<file path="config.mk">
export PLATFORM = sky130hd
export DESIGN_NAME = bmh_seq
export DESIGN_NICKNAME = d
export VERILOG_FILES = /design/src/sv/bmh_pkg.sv /design/src/sv/bmh_seq.sv
export SDC_FILE = /design/constraint.sdc
export NUM_CORES = 1
export LEC_CHECK = 0
export BUFFER_PORTS_ARGS = -buffer_cell sky130_fd_sc_hd__buf_4
export CAP_MARGIN = 20
export CORE_MARGIN = 2
export CORE_UTILIZATION = 49
export CTS_BUF_LIST = sky130_fd_sc_hd__clkbuf_4 sky130_fd_sc_hd__clkbuf_8 sky130_fd_sc_hd__clkbuf_16
export DETAILED_ROUTE_END_ITERATION = 8
export PLACE_DENSITY = 0.77
export SLEW_MARGIN = 20
export SYNTH_ARGS = -nofsm -noshare
export SYNTH_HDL_FRONTEND = slang
export SYNTH_SLANG_ARGS = --single-unit
</file>
<file path="constraint.sdc">
create_clock -name clk -period 5.6 [get_ports clk]
set_input_delay 0.28 -clock clk [delete_from_list [all_inputs] [get_ports clk]]
set_output_delay 0.28 -clock clk [all_outputs]
set_load 0.005 [all_outputs]
</file>
<file path="src/sv/bmh_pkg.sv">
// ----------------------------------------------------------------------------
// bmh_pkg: shared definitions for the binary min-heap queue
// Default sizes, operation and status codes, and sequencer states.
// ----------------------------------------------------------------------------
package bmh_pkg;

  localparam int DEF_HEAP_DEPTH = 64;
  localparam int DEF_COST_BITS  = 32;
  localparam int DEF_NODE_BITS  = 16;

  localparam int KIND_W   = 2;
  localparam int STATUS_W = 2;

  // operation codes carried on s_tuser
  localparam logic [KIND_W-1:0] KIND_PUSH = 2'd0;
  localparam logic [KIND_W-1:0] KIND_POP  = 2'd1;
  localparam logic [KIND_W-1:0] KIND_FIND = 2'd2;

  // status codes carried on m_tuser
  localparam logic [STATUS_W-1:0] STATUS_OK        = 2'd0;
  localparam logic [STATUS_W-1:0] STATUS_POP_EMPTY = 2'd1;
  localparam logic [STATUS_W-1:0] STATUS_PUSH_FULL = 2'd2;
  localparam logic [STATUS_W-1:0] STATUS_FIND_MISS = 2'd3;

  typedef enum logic [3:0] {
    ST_IDLE,
    ST_PUSH_CHK,
    ST_PUSH_CMP,
    ST_POP_LOAD,
    ST_POP_CHK,
    ST_POP_SEL,
    ST_POP_CMP,
    ST_FIND_CHK,
    ST_FIND_CMP,
    ST_DONE
  } bmh_state_t;

endpackage

</file>
<file path="src/sv/bmh_seq.sv">
// ----------------------------------------------------------------------------
// bmh_seq: heap operation sequencer
// Runs push sift-up, pop sift-down and find scan over the entry store,
// one level or one entry at a time; the sift steps share a single cost comparator.
// ----------------------------------------------------------------------------
module bmh_seq import bmh_pkg::*; #(
  parameter int HEAP_DEPTH = DEF_HEAP_DEPTH,
  parameter int COST_BITS  = DEF_COST_BITS,
  parameter int NODE_BITS  = DEF_NODE_BITS
) (
  input  logic                              clk,
  input  logic                              rst,
  // request side
  input  logic                              in_valid,
  output logic                              in_ready,
  input  logic [KIND_W-1:0]                 in_kind,
  input  logic [NODE_BITS-1:0]              in_node,
  input  logic [COST_BITS-1:0]              in_cost,
  // result side
  output logic                              res_valid,
  input  logic                              res_ready,
  output logic [NODE_BITS-1:0]              res_node,
  output logic [COST_BITS-1:0]              res_cost,
  output logic [STATUS_W-1:0]               res_status,
  output logic [$clog2(HEAP_DEPTH+1)-1:0]   res_count,
  output logic                              res_head_valid,
  output logic [NODE_BITS-1:0]              res_head_node,
  output logic [COST_BITS-1:0]              res_head_cost,
  // entry store
  output logic                              wr_en,
  output logic [$clog2(HEAP_DEPTH)-1:0]     wr_addr,
  output logic [NODE_BITS+COST_BITS-1:0]    wr_data,
  output logic [$clog2(HEAP_DEPTH)-1:0]     rd_addr_a,
  output logic [$clog2(HEAP_DEPTH)-1:0]     rd_addr_b,
  input  logic [NODE_BITS+COST_BITS-1:0]    rd_data_a,
  input  logic [NODE_BITS+COST_BITS-1:0]    rd_data_b
);

  localparam int AW = $clog2(HEAP_DEPTH);
  localparam int CW = $clog2(HEAP_DEPTH + 1);
  localparam int XW = AW + 2;

  bmh_state_t state, state_next;

  logic [CW-1:0]        count, count_next;
  logic [AW-1:0]        cur, cur_next;
  logic [NODE_BITS-1:0] x_node, x_node_next;
  logic [COST_BITS-1:0] x_cost, x_cost_next;
  logic [NODE_BITS-1:0] chd_node, chd_node_next;
  logic [COST_BITS-1:0] chd_cost, chd_cost_next;
  logic [AW-1:0]        chd_idx, chd_idx_next;
  logic [CW-1:0]        scan, scan_next;
  logic [NODE_BITS-1:0] key, key_next;
  logic [NODE_BITS-1:0] rnode, rnode_next;
  logic [COST_BITS-1:0] rcost, rcost_next;
  logic [STATUS_W-1:0]  status, status_next;
  logic [NODE_BITS-1:0] head_node;
  logic [COST_BITS-1:0] head_cost;

  logic [NODE_BITS-1:0] rda_node, rdb_node;
  logic [COST_BITS-1:0] rda_cost, rdb_cost;
  logic [COST_BITS-1:0] cmp_a, cmp_b;
  logic                 cmp_lt;
  logic [XW-1:0]        lchild, rchild, n_ext;
  logic [AW-1:0]        cur_dec, parent;
  logic [CW-1:0]        last_idx;
  logic                 full, at_leaf, has_right, scan_end;

  assign {rda_node, rda_cost} = rd_data_a;
  assign {rdb_node, rdb_cost} = rd_data_b;

  // child and parent index arithmetic, wide enough not to wrap
  assign lchild    = XW'({cur, 1'b1});
  assign rchild    = lchild + XW'(1);
  assign n_ext     = XW'(count);
  assign at_leaf   = (lchild >= n_ext);
  assign has_right = (rchild < n_ext);
  assign cur_dec   = cur - AW'(1);
  assign parent    = cur_dec >> 1;
  assign last_idx  = count - CW'(1);
  assign full      = (count == CW'(HEAP_DEPTH));
  assign scan_end  = (scan >= count);

  // the one cost comparator, operands picked by step
  always_comb begin
    case (state)
      ST_PUSH_CMP: begin
        cmp_a = x_cost;
        cmp_b = rda_cost;
      end
      ST_POP_SEL: begin
        cmp_a = rdb_cost;
        cmp_b = rda_cost;
      end
      ST_POP_CMP: begin
        cmp_a = chd_cost;
        cmp_b = x_cost;
      end
      default: begin
        cmp_a = x_cost;
        cmp_b = rda_cost;
      end
    endcase
  end

  assign cmp_lt = (cmp_a < cmp_b);

  // next state
  always_comb begin
    state_next = state;
    case (state)
      ST_IDLE: begin
        if (in_valid) begin
          case (in_kind)
            KIND_PUSH: state_next = full ? ST_DONE : ST_PUSH_CHK;
            KIND_POP: begin
              if (count <= CW'(1)) state_next = ST_DONE;
              else                 state_next = ST_POP_LOAD;
            end
            KIND_FIND: state_next = ST_FIND_CHK;
            default:   state_next = ST_DONE;
          endcase
        end
      end
      ST_PUSH_CHK: state_next = (cur == '0) ? ST_DONE : ST_PUSH_CMP;
      ST_PUSH_CMP: state_next = cmp_lt ? ST_PUSH_CHK : ST_DONE;
      ST_POP_LOAD: state_next = ST_POP_CHK;
      ST_POP_CHK:  state_next = at_leaf ? ST_DONE : ST_POP_SEL;
      ST_POP_SEL:  state_next = ST_POP_CMP;
      ST_POP_CMP:  state_next = cmp_lt ? ST_POP_CHK : ST_DONE;
      ST_FIND_CHK: state_next = scan_end ? ST_DONE : ST_FIND_CMP;
      ST_FIND_CMP: state_next = (rda_node == key) ? ST_DONE : ST_FIND_CHK;
      ST_DONE:     state_next = res_ready ? ST_IDLE : ST_DONE;
      default:     state_next = ST_IDLE;
    endcase
  end

  // datapath and store access
  always_comb begin
    count_next    = count;
    cur_next      = cur;
    x_node_next   = x_node;
    x_cost_next   = x_cost;
    chd_node_next = chd_node;
    chd_cost_next = chd_cost;
    chd_idx_next  = chd_idx;
    scan_next     = scan;
    key_next      = key;
    rnode_next    = rnode;
    rcost_next    = rcost;
    status_next   = status;
    wr_en         = 1'b0;
    wr_addr       = cur;
    wr_data       = {x_node, x_cost};
    rd_addr_a     = '0;
    rd_addr_b     = '0;
    case (state)
      ST_IDLE: begin
        rnode_next  = '0;
        rcost_next  = '0;
        status_next = STATUS_OK;
        x_node_next = in_node;
        x_cost_next = in_cost;
        key_next    = in_node;
        scan_next   = '0;
        cur_next    = '0;
        rd_addr_a   = last_idx[AW-1:0];
        if (in_valid) begin
          case (in_kind)
            KIND_PUSH: begin
              if (full) begin
                status_next = STATUS_PUSH_FULL;
              end else begin
                cur_next   = count[AW-1:0];
                count_next = count + CW'(1);
              end
            end
            KIND_POP: begin
              if (count == '0) begin
                status_next = STATUS_POP_EMPTY;
              end else begin
                rnode_next = head_node;
                rcost_next = head_cost;
                count_next = last_idx;
              end
            end
            KIND_FIND: status_next = STATUS_FIND_MISS;
            default:   status_next = STATUS_OK;
          endcase
        end
      end
      ST_PUSH_CHK: begin
        rd_addr_a = parent;
        if (cur == '0) begin
          wr_en = 1'b1;
        end
      end
      ST_PUSH_CMP: begin
        wr_en = 1'b1;
        if (cmp_lt) begin
          // parent moves down into the hole
          wr_data  = rd_data_a;
          cur_next = parent;
        end
      end
      ST_POP_LOAD: begin
        x_node_next = rda_node;
        x_cost_next = rda_cost;
      end
      ST_POP_CHK: begin
        rd_addr_a = lchild[AW-1:0];
        rd_addr_b = rchild[AW-1:0];
        if (at_leaf) begin
          wr_en = 1'b1;
        end
      end
      ST_POP_SEL: begin
        // right child only when strictly cheaper
        if (has_right && cmp_lt) begin
          chd_node_next = rdb_node;
          chd_cost_next = rdb_cost;
          chd_idx_next  = rchild[AW-1:0];
        end else begin
          chd_node_next = rda_node;
          chd_cost_next = rda_cost;
          chd_idx_next  = lchild[AW-1:0];
        end
      end
      ST_POP_CMP: begin
        wr_en = 1'b1;
        if (cmp_lt) begin
          wr_data  = {chd_node, chd_cost};
          cur_next = chd_idx;
        end
      end
      ST_FIND_CHK: begin
        rd_addr_a = scan[AW-1:0];
      end
      ST_FIND_CMP: begin
        if (rda_node == key) begin
          rnode_next  = rda_node;
          rcost_next  = rda_cost;
          status_next = STATUS_OK;
        end else begin
          scan_next = scan + CW'(1);
        end
      end
      default: begin
        wr_en = 1'b0;
      end
    endcase
  end

  always_ff @(posedge clk) begin
    if (rst) begin
      state <= ST_IDLE;
      count <= '0;
    end else begin
      state <= state_next;
      count <= count_next;
    end
    cur      <= cur_next;
    x_node   <= x_node_next;
    x_cost   <= x_cost_next;
    chd_node <= chd_node_next;
    chd_cost <= chd_cost_next;
    chd_idx  <= chd_idx_next;
    scan     <= scan_next;
    key      <= key_next;
    rnode    <= rnode_next;
    rcost    <= rcost_next;
    status   <= status_next;
    // shadow of the root entry, follows every write to slot zero
    if (wr_en && wr_addr == '0) begin
      {head_node, head_cost} <= wr_data;
    end
  end

  assign in_ready       = (state == ST_IDLE);
  assign res_valid      = (state == ST_DONE);
  assign res_node       = rnode;
  assign res_cost       = rcost;
  assign res_status     = status;
  assign res_count      = count;
  assign res_head_valid = (count != '0);
  assign res_head_node  = res_head_valid ? head_node : '0;
  assign res_head_cost  = res_head_valid ? head_cost : '0;

endmodule

</file>
### Word level (Yosys, flattened, before mapping)

Cells that the tools add are included.

| storage, ports and cells | value |
|---|---|
| register bits after elaboration | 240 |
| latch bits | 0 |
| memory bits (writable) | 0 |
| ROM bits | 0 |
| bits of input ports | 150 |
| output and inout bits | 175 |
| memories | 0 |

| cells by class | value |
|---|---|
| add/sub/neg operators | 5 |
| $mul | 0 |
| div/mod/pow operators | 0 |
| order comparisons | 5 |
| eq/ne operators | 20 |
| shift operators | 0 |
| mux-type cells | 56 |
| bitwise operators | 0 |
| reduce and logical (&&, ||, !) cells | 16 |

Operators by type and width:

| kind | count |
|---|---|
| 32-bit 2-to-1 mux | 7 |
| 32-bit one-hot mux with 2 select lines | 3 |
| 16-bit 2-to-1 mux | 6 |
| 48-bit 2-to-1 mux | 2 |
| 48-bit one-hot mux with 2 select lines | 1 |
| 16-bit one-hot mux with 2 select lines | 2 |
| 6-bit 2-to-1 mux | 7 |
| 4-bit one-hot mux with 10 select lines | 1 |
| 4-bit 2-to-1 mux | 9 |
| 32-bit < comparator | 1 |
| 7-bit one-hot mux with 2 select lines | 2 |
| 6-bit one-hot mux with 4 select lines | 1 |
| 7-bit 2-to-1 mux | 3 |
| 6-bit one-hot mux with 3 select lines | 1 |
| 16-bit equality test | 1 |
| 4-bit by 3-bit equality test with 1-bit output (second input constant) | 4 |
| 7-bit by 1-bit adder with 7-bit output (second input constant) | 2 |
| 7-bit greater-or-equal comparator | 2 |
| 2-bit inequality test (second input constant) | 7 |
| 4-bit one-hot mux with 3 select lines | 1 |
| 7-bit by 1-bit adder with 8-bit output (second input constant) | 1 |
| 4-bit by 2-bit equality test with 1-bit output (second input constant) | 2 |
| 4-bit equality test (second input constant) | 2 |
| 8-bit by 7-bit < comparator with 1-bit output | 1 |
| 24 further kinds | 33 |

### Logic depth before layout (Yosys ltp)

Gate-level depths: netlist of the first run.

| logic depth | value |
|---|---|
| depth after elaboration | 5 |
| depth in mapped cells | 15 |

### Least setup slack after synthesis of the first run

No wires, ideal clock.

| timing path | value |
|---|---|
| path type | register to register |
| from | reg state[2] |
| to | reg rcost[0], in the netlist res_cost[0] (enable) |
| arrival time | 4.791 ns |
| required time | 5.073 ns |
| slack | 0.282 ns |
| cell stages (with the launch flop) | 7 |
| path buffers | 2 |
| cells stage by stage | dfxtp_1 -> buf_2 -> nor2_1 -> nand2_1 -> or2_2 -> clkbuf_1 -> o21ai_0 |

| between the ends | value |
|---|---|
| longest elaborated chain between the ends | 3 |
| elaborated cells between the ends (all ways) | 5 |

Ends and longest elaborated chain:

| what | RTL line | RTL |
|---|---|---|
| start, declared | bmh_seq.sv:43 | `bmh_state_t state, state_next;` |
| start signal, assigned | bmh_seq.sv:259 | `state <= state_next;` |
| 4-bit equality test / 4-bit logical NOT (equally long branches) | bmh_seq.sv:157 | `case (state)` |
| 2-bit inequality test (no source line) / 2-bit nonzero test (equally long branches) | n/a |  |
| 2-bit AND reduction (no source line) (*) | n/a |  |
| end signal, assigned | bmh_seq.sv:271 | `rcost <= rcost_next;` |
| end, declared | bmh_seq.sv:55 | `logic [COST_BITS-1:0] rcost, rcost_next;` |

Every way passes the cells marked *; elsewhere a longest branch is shown, timed or not.
A chain may end at the register's enable or synchronous reset.

### Final worst setup path of the first run

| timing path | value |
|---|---|
| from | reg state[0] |
| to | out wr_data[28] |

| between the ends | value |
|---|---|
| longest elaborated chain between the ends | 5 |
| elaborated cells between the ends (all ways) | 9 |

Ends and longest elaborated chain:

| what | RTL line | RTL |
|---|---|---|
| 4-bit by 3-bit equality test with 1-bit output (on tied branches) | bmh_seq.sv:86, bmh_seq.sv:157 |  |
| 32-bit one-hot mux with 2 select lines / 32-bit 2-to-1 mux (equally long branches) | bmh_seq.sv:86 | `case (state)` |
| 32-bit < comparator | bmh_seq.sv:106 | `assign cmp_lt = (cmp_a < cmp_b);` |
| 48-bit 2-to-1 mux (on tied branches) | bmh_seq.sv:231, bmh_seq.sv:200 |  |
| 48-bit one-hot mux with 2 select lines (*) | bmh_seq.sv:157 |  |
| end, declared | bmh_seq.sv:32 | `output logic [NODE_BITS+COST_BITS-1:0] wr_data,` |

Marked as above.

==> results.py, run 1 <==
metrics = {
    "synth": {
        "synth_edf_count": 229,
        "ys_types": 66,
        "postSynthCellCount": 1097,
        "synth_area_sq_um": 13700,
        "netlist.top_cell.by_area": "edfxtp_1",
        "synth_compound_area_frac": 0.0974,
        "synth-seq-cells": 240,
        "synth_xor_area_frac": 0.0268,
        "synth_top_family_by_area": "multiplexers",
        "synth_top_area_frac": 0.500,
        "yosys-top-cells-area": "edfxtp_1 50%, mux2_2 15%, ha_1 5.3%",
        "synth.area.mux_share": 0.181,
        "postSynthAreaPerCell_sq_um": 12.5,
        "syn_nets": 1305,
        "ys_warn_count": 0,
        "async_reset_ff_frac": 0,
        "synthAdderAreaFrac": 0.0528,
        "synth_ff_type": "edfxtp_1",
        "yosys.area_share.simple": 0.0978,
        "seq_area_frac_synth": 0.516,
    },
    "finish": {
        "antennaDiodeCount": 0,
        "final_util": 0.632,
        "nNetsFinal": 1619,
        "drive_gt1_frac": 0.408,
        "layout_common_cells": "335 x buf_4, 229 x edfxtp_1, 182 x mux2_2",
        "syn_to_final_growth_pct": 27.4,
        "final_cells": 1808,
        "final_common_cell": "buf_4",
    },
    "power": {
        "p_total_w": 0.00955,
        "peakVddDrop_v": 0.000371,
        "p_per_area_nw_per_um2": 546,
        "leakage_nw": 6.90,
    },
    "placement": {
        "port_buffers": 323,
        "place.gp.congestion": 0.937,
        "dp.cells": 1743,
        "dp_hpwl_microns": 28500,
    },
    "clocking": {
        "cts_buffers": 27,
        "clock_sinks": 240,
        "cts_tree": "done",
        "cts_setup_buffers": 0,
        "clock_latency_ps": 540,
        "cts_root_buffer": "clkbuf_16",
        "clk_pin_slew_ps": 60,
        "clk_path_buf_depth": 3,
        "cts-htree-levels": 1,
        "post_cts_resized": 0,
        "hold_buffers": 17,
    },
    "grt": {
        "grt_pass1_wl_microns": 62200,
        "grtUsageMet3": 0.0476,
        "antenna_found_initial": 0,
        "grt_util_met1": 0.357,
        "grt_pass1_vias": 10945,
        "grt_max_degree": 66,
        "overflow": 0,
        "grt_busiest_layer": "met2",
        "met2_usage": 0.459,
        "grt_usage": 0.274,
    },
    "critical_path": {
        "worst-path-max-fanout": 65,
        "critPathLaunch": "state[0]",
        "critical_path_class": "register to output port",
        "cp.arrival_ps": 4890,
        "end_kind": "output port",
        "worstPathCellList": "and4bb_4, buf_4, a22oi_1, nand2_1, ha_1, a211oi_1, nor2_1, o311ai_1, a31oi_4, nor4_4, buf_4, mux2_2, buf_4",
        "cpMaxStageDelayCell": "dfxtp_1",
        "critPathLaunchType": "register",
        "crit_path_max_incr_delay_ps": 640,
        "cp_common_cell": "buf_4",
        "rr_startpoint": "state[0]",
        "cp_data_required_time_ps": 5320,
        "rr_worst_depth": 12,
    },
    "die": {
        "core_sq_um": 27700,
        "die_area_sq_um": 29400,
        "initial_core_util": 0.496,
        "die_w_microns": 172,
        "die_y_microns": 172,
        "ioPinCount": 325,
        "fp-row-count": 61,
    },
    "timing": {
        "drv_slew": 0,
        "finalWorstPathRequiredPeriod_ps": 5170,
        "tns_ps": 0,
        "whs_ps": 44.0,
        "clock_skew_ps": 20.0,
        "rsz0062_at_grt": "no",
        "slew_headroom": 0.301,
        "fmax_mhz": 193,
        "worst_pin_slew_ps": 1050,
        "hold_viol_final": 0,
        "post-route-period-util": 0.923,
        "setup_viol_count_final": 0,
    },
    "min_path": {
        "hold_path.class": "input port to register",
        "min_from": "in_cost[23]",
        "hold_path_depth": 2,
    },
    "detailed_routing": {
        "wl_per_cell_microns": 22.9,
        "wirelength_microns": 41300,
        "vias": 10601,
        "drc": 0,
        "firstDrtPassIters": 6,
        "viasPerCell": 5.86,
        "drtIter0Drc": 763,
        "drtAntennaViolNets": 0,
    },
    "flow_run": {
        "cap_violations": 0,
    },
    "status": {
        "run_status": "finished clean",
    },
}
report_power, final:
part,internal (W),switching (W)
combinational,0.00208,0.00240
sequential,0.00296,0.000448
clock,0.000953,0.000708
per-layer routing:
layer,part of all wire,routed length [microns],vias to the layer above
li1,-,-,4821
met1,0.41,16900,5213
met2,0.49,20100,468
met3,0.073,3020,99
met4,0.033,1370,0
met5,0,0,-
per-stage QoR:
| step | cell area (sq um) | setup slack [ps] |
|---|---|---|
| 6_report | 17500 | 429 |
| 5_1_grt | 17500 | 84.9 |
| 4_1_cts | 17500 | 438 |
| 3_5_place_dp | 16500 | 996 |
| 3_3_place_gp | 16500 | 1120 |
| 2_1_floorplan | 13700 | 282 |
worst max-delay path, delay by kind of cell (launching register included):
family,cells,cell delay (ps)
DFF,1,640
buffers and inverters,3,1210
and+or+nand+nor,4,820
AOI/OAI and AO/OA,4,1010
adders and majority gates,1,240
muxes,1,420
sequential cells by signal (all words and copies together) (netlist names):
| register | count |
|---|---|
| key | 16 |
| x_cost | 32 |
| wr_addr | 6 |
| chd_cost | 32 |
| res_status | 2 |
| res_node | 16 |
| chd_node | 16 |
| scan | 7 |
| x_node | 16 |
| chd_idx | 6 |
| head_cost | 32 |
| state | 4 |
| res_cost | 32 |
| res_count | 7 |
| head_node | 16 |
layout make-up:
cell class / count / area (sq um)
fill: 2122 / 10200
sequential: 240 / 7100
multi-input combinational: 770 / 6340
timing repair buffer: 353 / 2710
clock buffer: 33 / 721
tap: 378 / 473
clock inverter: 15 / 95.1
inverter: 19 / 71.3
final timing paths:
path | slack [ps] | end
worst min-delay path | 40 | x_cost[23]
worst max register to register | 1100 | chd_cost[30]
worst max-delay path | 430 | wr_data[28]
worst min register to register | 560 | wr_addr[5]
cells by family (layout without fill, tap and decap cells):
group | Yosys count | after routing
xor gates and xnor gates | 42 | 42
other | 1 | 1
and+or+nand+nor | 265 | 265
AOI/OAI and AO/OA | 179 | 179
DFF | 240 | 240
adders and majority gates | 58 | 58
muxes | 225 | 225
buffers and inverters | 87 | 420
cell usage after synthesis (all sizes together), types with 11 or more instances:
master  count
xnor2      17
o21ai      30
inv        19
nor4       13
nand3      15
nand2      99
clkbuf     38
and2       49
a21oi      23
mux2      191
a22o       50
dfxtp      11
a22oi      32
nor2       36
xor2       25
edfxtp    229
buf        30
mux2i      34
ha         58
Power figures use the tool's default switching activity.
==> run 2, diff against run 1 <==
Settings changed: ABC_AREA set to 0.
Clock period 5.6 ns to 4.3 ns, I/O delays scaled along.
==> run 2 against run 1 <==
Against the previous run:
- non-clock buffer count rose by 121
- sequential share of layout area decreased by 3.1 points
- final area is 8.4% higher
- worst setup slack got worse by 380 ps
- count of clock-buffer cells in the layout shrank 3
- critical path depth increased by 1
- via count is 7.3% higher
- global-route usage increased by 1.6 points
- cell count increased by 6.7%
- first-iteration DRC count grew 35%
- utilization is 5.3 points higher
- die area is the same
==> results.py, run 2 (same netlist as run 1, synthesis figures left out) <==
metrics = {
    "detailed_routing": {
        "drtIter0Drc": 1029,
        "viasPerCell": 5.90,
        "vias": 11374,
        "drtAntennaViolNets": 0,
        "wl_per_cell_microns": 23.2,
        "wirelength_microns": 44700,
        "drc": 0,
        "firstDrtPassIters": 6,
    },
    "finish": {
        "final_common_cell": "buf_4",
        "multi_input_area_sq_um": 6410,
        "drive_gt1_frac": 0.406,
        "fillers": 1938,
        "regArea_sq_um": 7100,
        "nNetsFinal": 1741,
        "final_cells": 1929,
        "syn_to_final_growth_pct": 38.1,
        "layout_common_cells": "351 x buf_4, 229 x edfxtp_1, 186 x mux2_2",
    },
    "critical_path": {
        "critical_path_class": "register to output port",
        "rrSetupSlack_ps": 420,
        "cp_data_required_time_ps": 4090,
        "critPathLaunchType": "register",
        "worst-path-max-fanout": 12,
        "end_kind": "output port",
        "cp.arrival_ps": 4030,
    },
    "timing": {
        "post-route-period-util": 0.988,
        "worst_pin_slew_ps": 966,
        "slew_headroom": 0.355,
        "rsz0062_at_grt": "yes",
        "finalWorstPathRequiredPeriod_ps": 4250,
        "fmax_mhz": 235,
        "clock_skew_ps": 17.6,
        "setup_viol_count_final": 0,
        "drv_slew": 0,
        "hold_viol_final": 0,
        "tns_ps": 0,
    },
    "grt": {
        "grt_max_degree": 51,
        "antenna_found_initial": 3,
        "overflow": 0,
        "grt_usage": 0.290,
        "grt_pass1_wl_microns": 65500,
        "grt_pass1_vias": 11559,
    },
    "min_path": {
        "hold_path.class": "input port to register",
    },
    "die": {
        "die_area_sq_um": 29400,
        "die_y_microns": 172,
        "core_sq_um": 27700,
        "initial_core_util": 0.496,
        "fp-row-count": 61,
        "ioPinCount": 325,
        "die_w_microns": 172,
    },
    "power": {
        "peakVddDrop_v": 0.000402,
        "leakage_nw": 7.54,
        "p_per_area_nw_per_um2": 692,
        "p_total_w": 0.0131,
    },
    "clocking": {
        "cts_root_buffer": "clkbuf_16",
        "cts-htree-levels": 1,
        "cts_tree": "done",
        "cts_buffers": 27,
        "clock_sinks": 240,
        "clock_latency_ps": 540,
        "clk_pin_slew_ps": 60,
        "clk_path_buf_depth": 3,
    },
    "status": {
        "run_status": "finished clean",
    },
    "placement": {
        "port_buffers": 323,
        "dp_hpwl_microns": 28700,
        "place.gp.congestion": 0.921,
        "dp.cells": 1756,
    },
    "flow_run": {
        "cap_violations": 0,
    },
}
[run 2: metal layers]
layer / vias up / share of wire / GRT usage
li1: 5062 / - / -
met3: 108 / 0.074 / 0.0426
met5: - / 0 / 0
met2: 567 / 0.49 / 0.497
met4: 0 / 0.036 / 0.105
met1: 5637 / 0.40 / 0.374
[run 2: report_power, final]
part,internal [W],switching (W)
Combinational,0.00298,0.00343
Sequential,0.00384,0.000491
Clock,0.00145,0.000942
[run 2: worst max-delay path, cell delays in order, from the launching register on]
cell and delay (ps):
dfxtp_1 320, and4bb_4 430, buf_4 160, buf_16 150
mux2i_2 280, ha_1 310, a21oi_1 180, nand2_1 90
a221oi_2 300, o22ai_2 150, nor4_4 190, buf_4 210
buf_8 190, mux2_2 370, buf_4 140
[run 2: final timing paths]
check,start,to,cells past startpoint
max reg2reg,state[3],chd_cost[3],13
min,rd_data_a[29],res_cost[29],2
max,state[3],wr_data[17],14
min reg2reg,x_node[14],head_node[14],1
[run 2: what timing repair did]
| action | CTS | global route |
|---|---|---|
| endpoints found under the hold margin | 126 | 0 |
| hold buffers | 106 | 0 |
| gates cloned | 4 | 3 |
| pin swaps | 6 | 6 |
| resized for setup | 15 | 15 |
| endpoints found under the setup margin | 48 | 48 |
| buffers inserted | 7 | 5 |
[run 2: layout make-up]
type	count	share of cell area
Sequential cell	240	0.374
Inverter	19	0.00376
Timing Repair Buffer	474	0.212
Antenna cell	3	0.000395
Tap cell	378	0.0249
Clock buffer	30	0.0368
Multi-Input combinational cell	771	0.338
Clock inverter	14	0.0102
[run 2: metrics by stage]
stage	cell area, sq um	hold WS [ps]	util	worst slack, ps
6_report	19000	19.7	0.685	53.5
5_1_grt	19000	11.8	0.685	-23.8
4_1_cts	18800	1.37	0.680	13.3
3_5_place_dp	16700	402	0.601	365
3_3_place_gp	16700	400	0.601	470
2_1_floorplan	13800	314	-	333
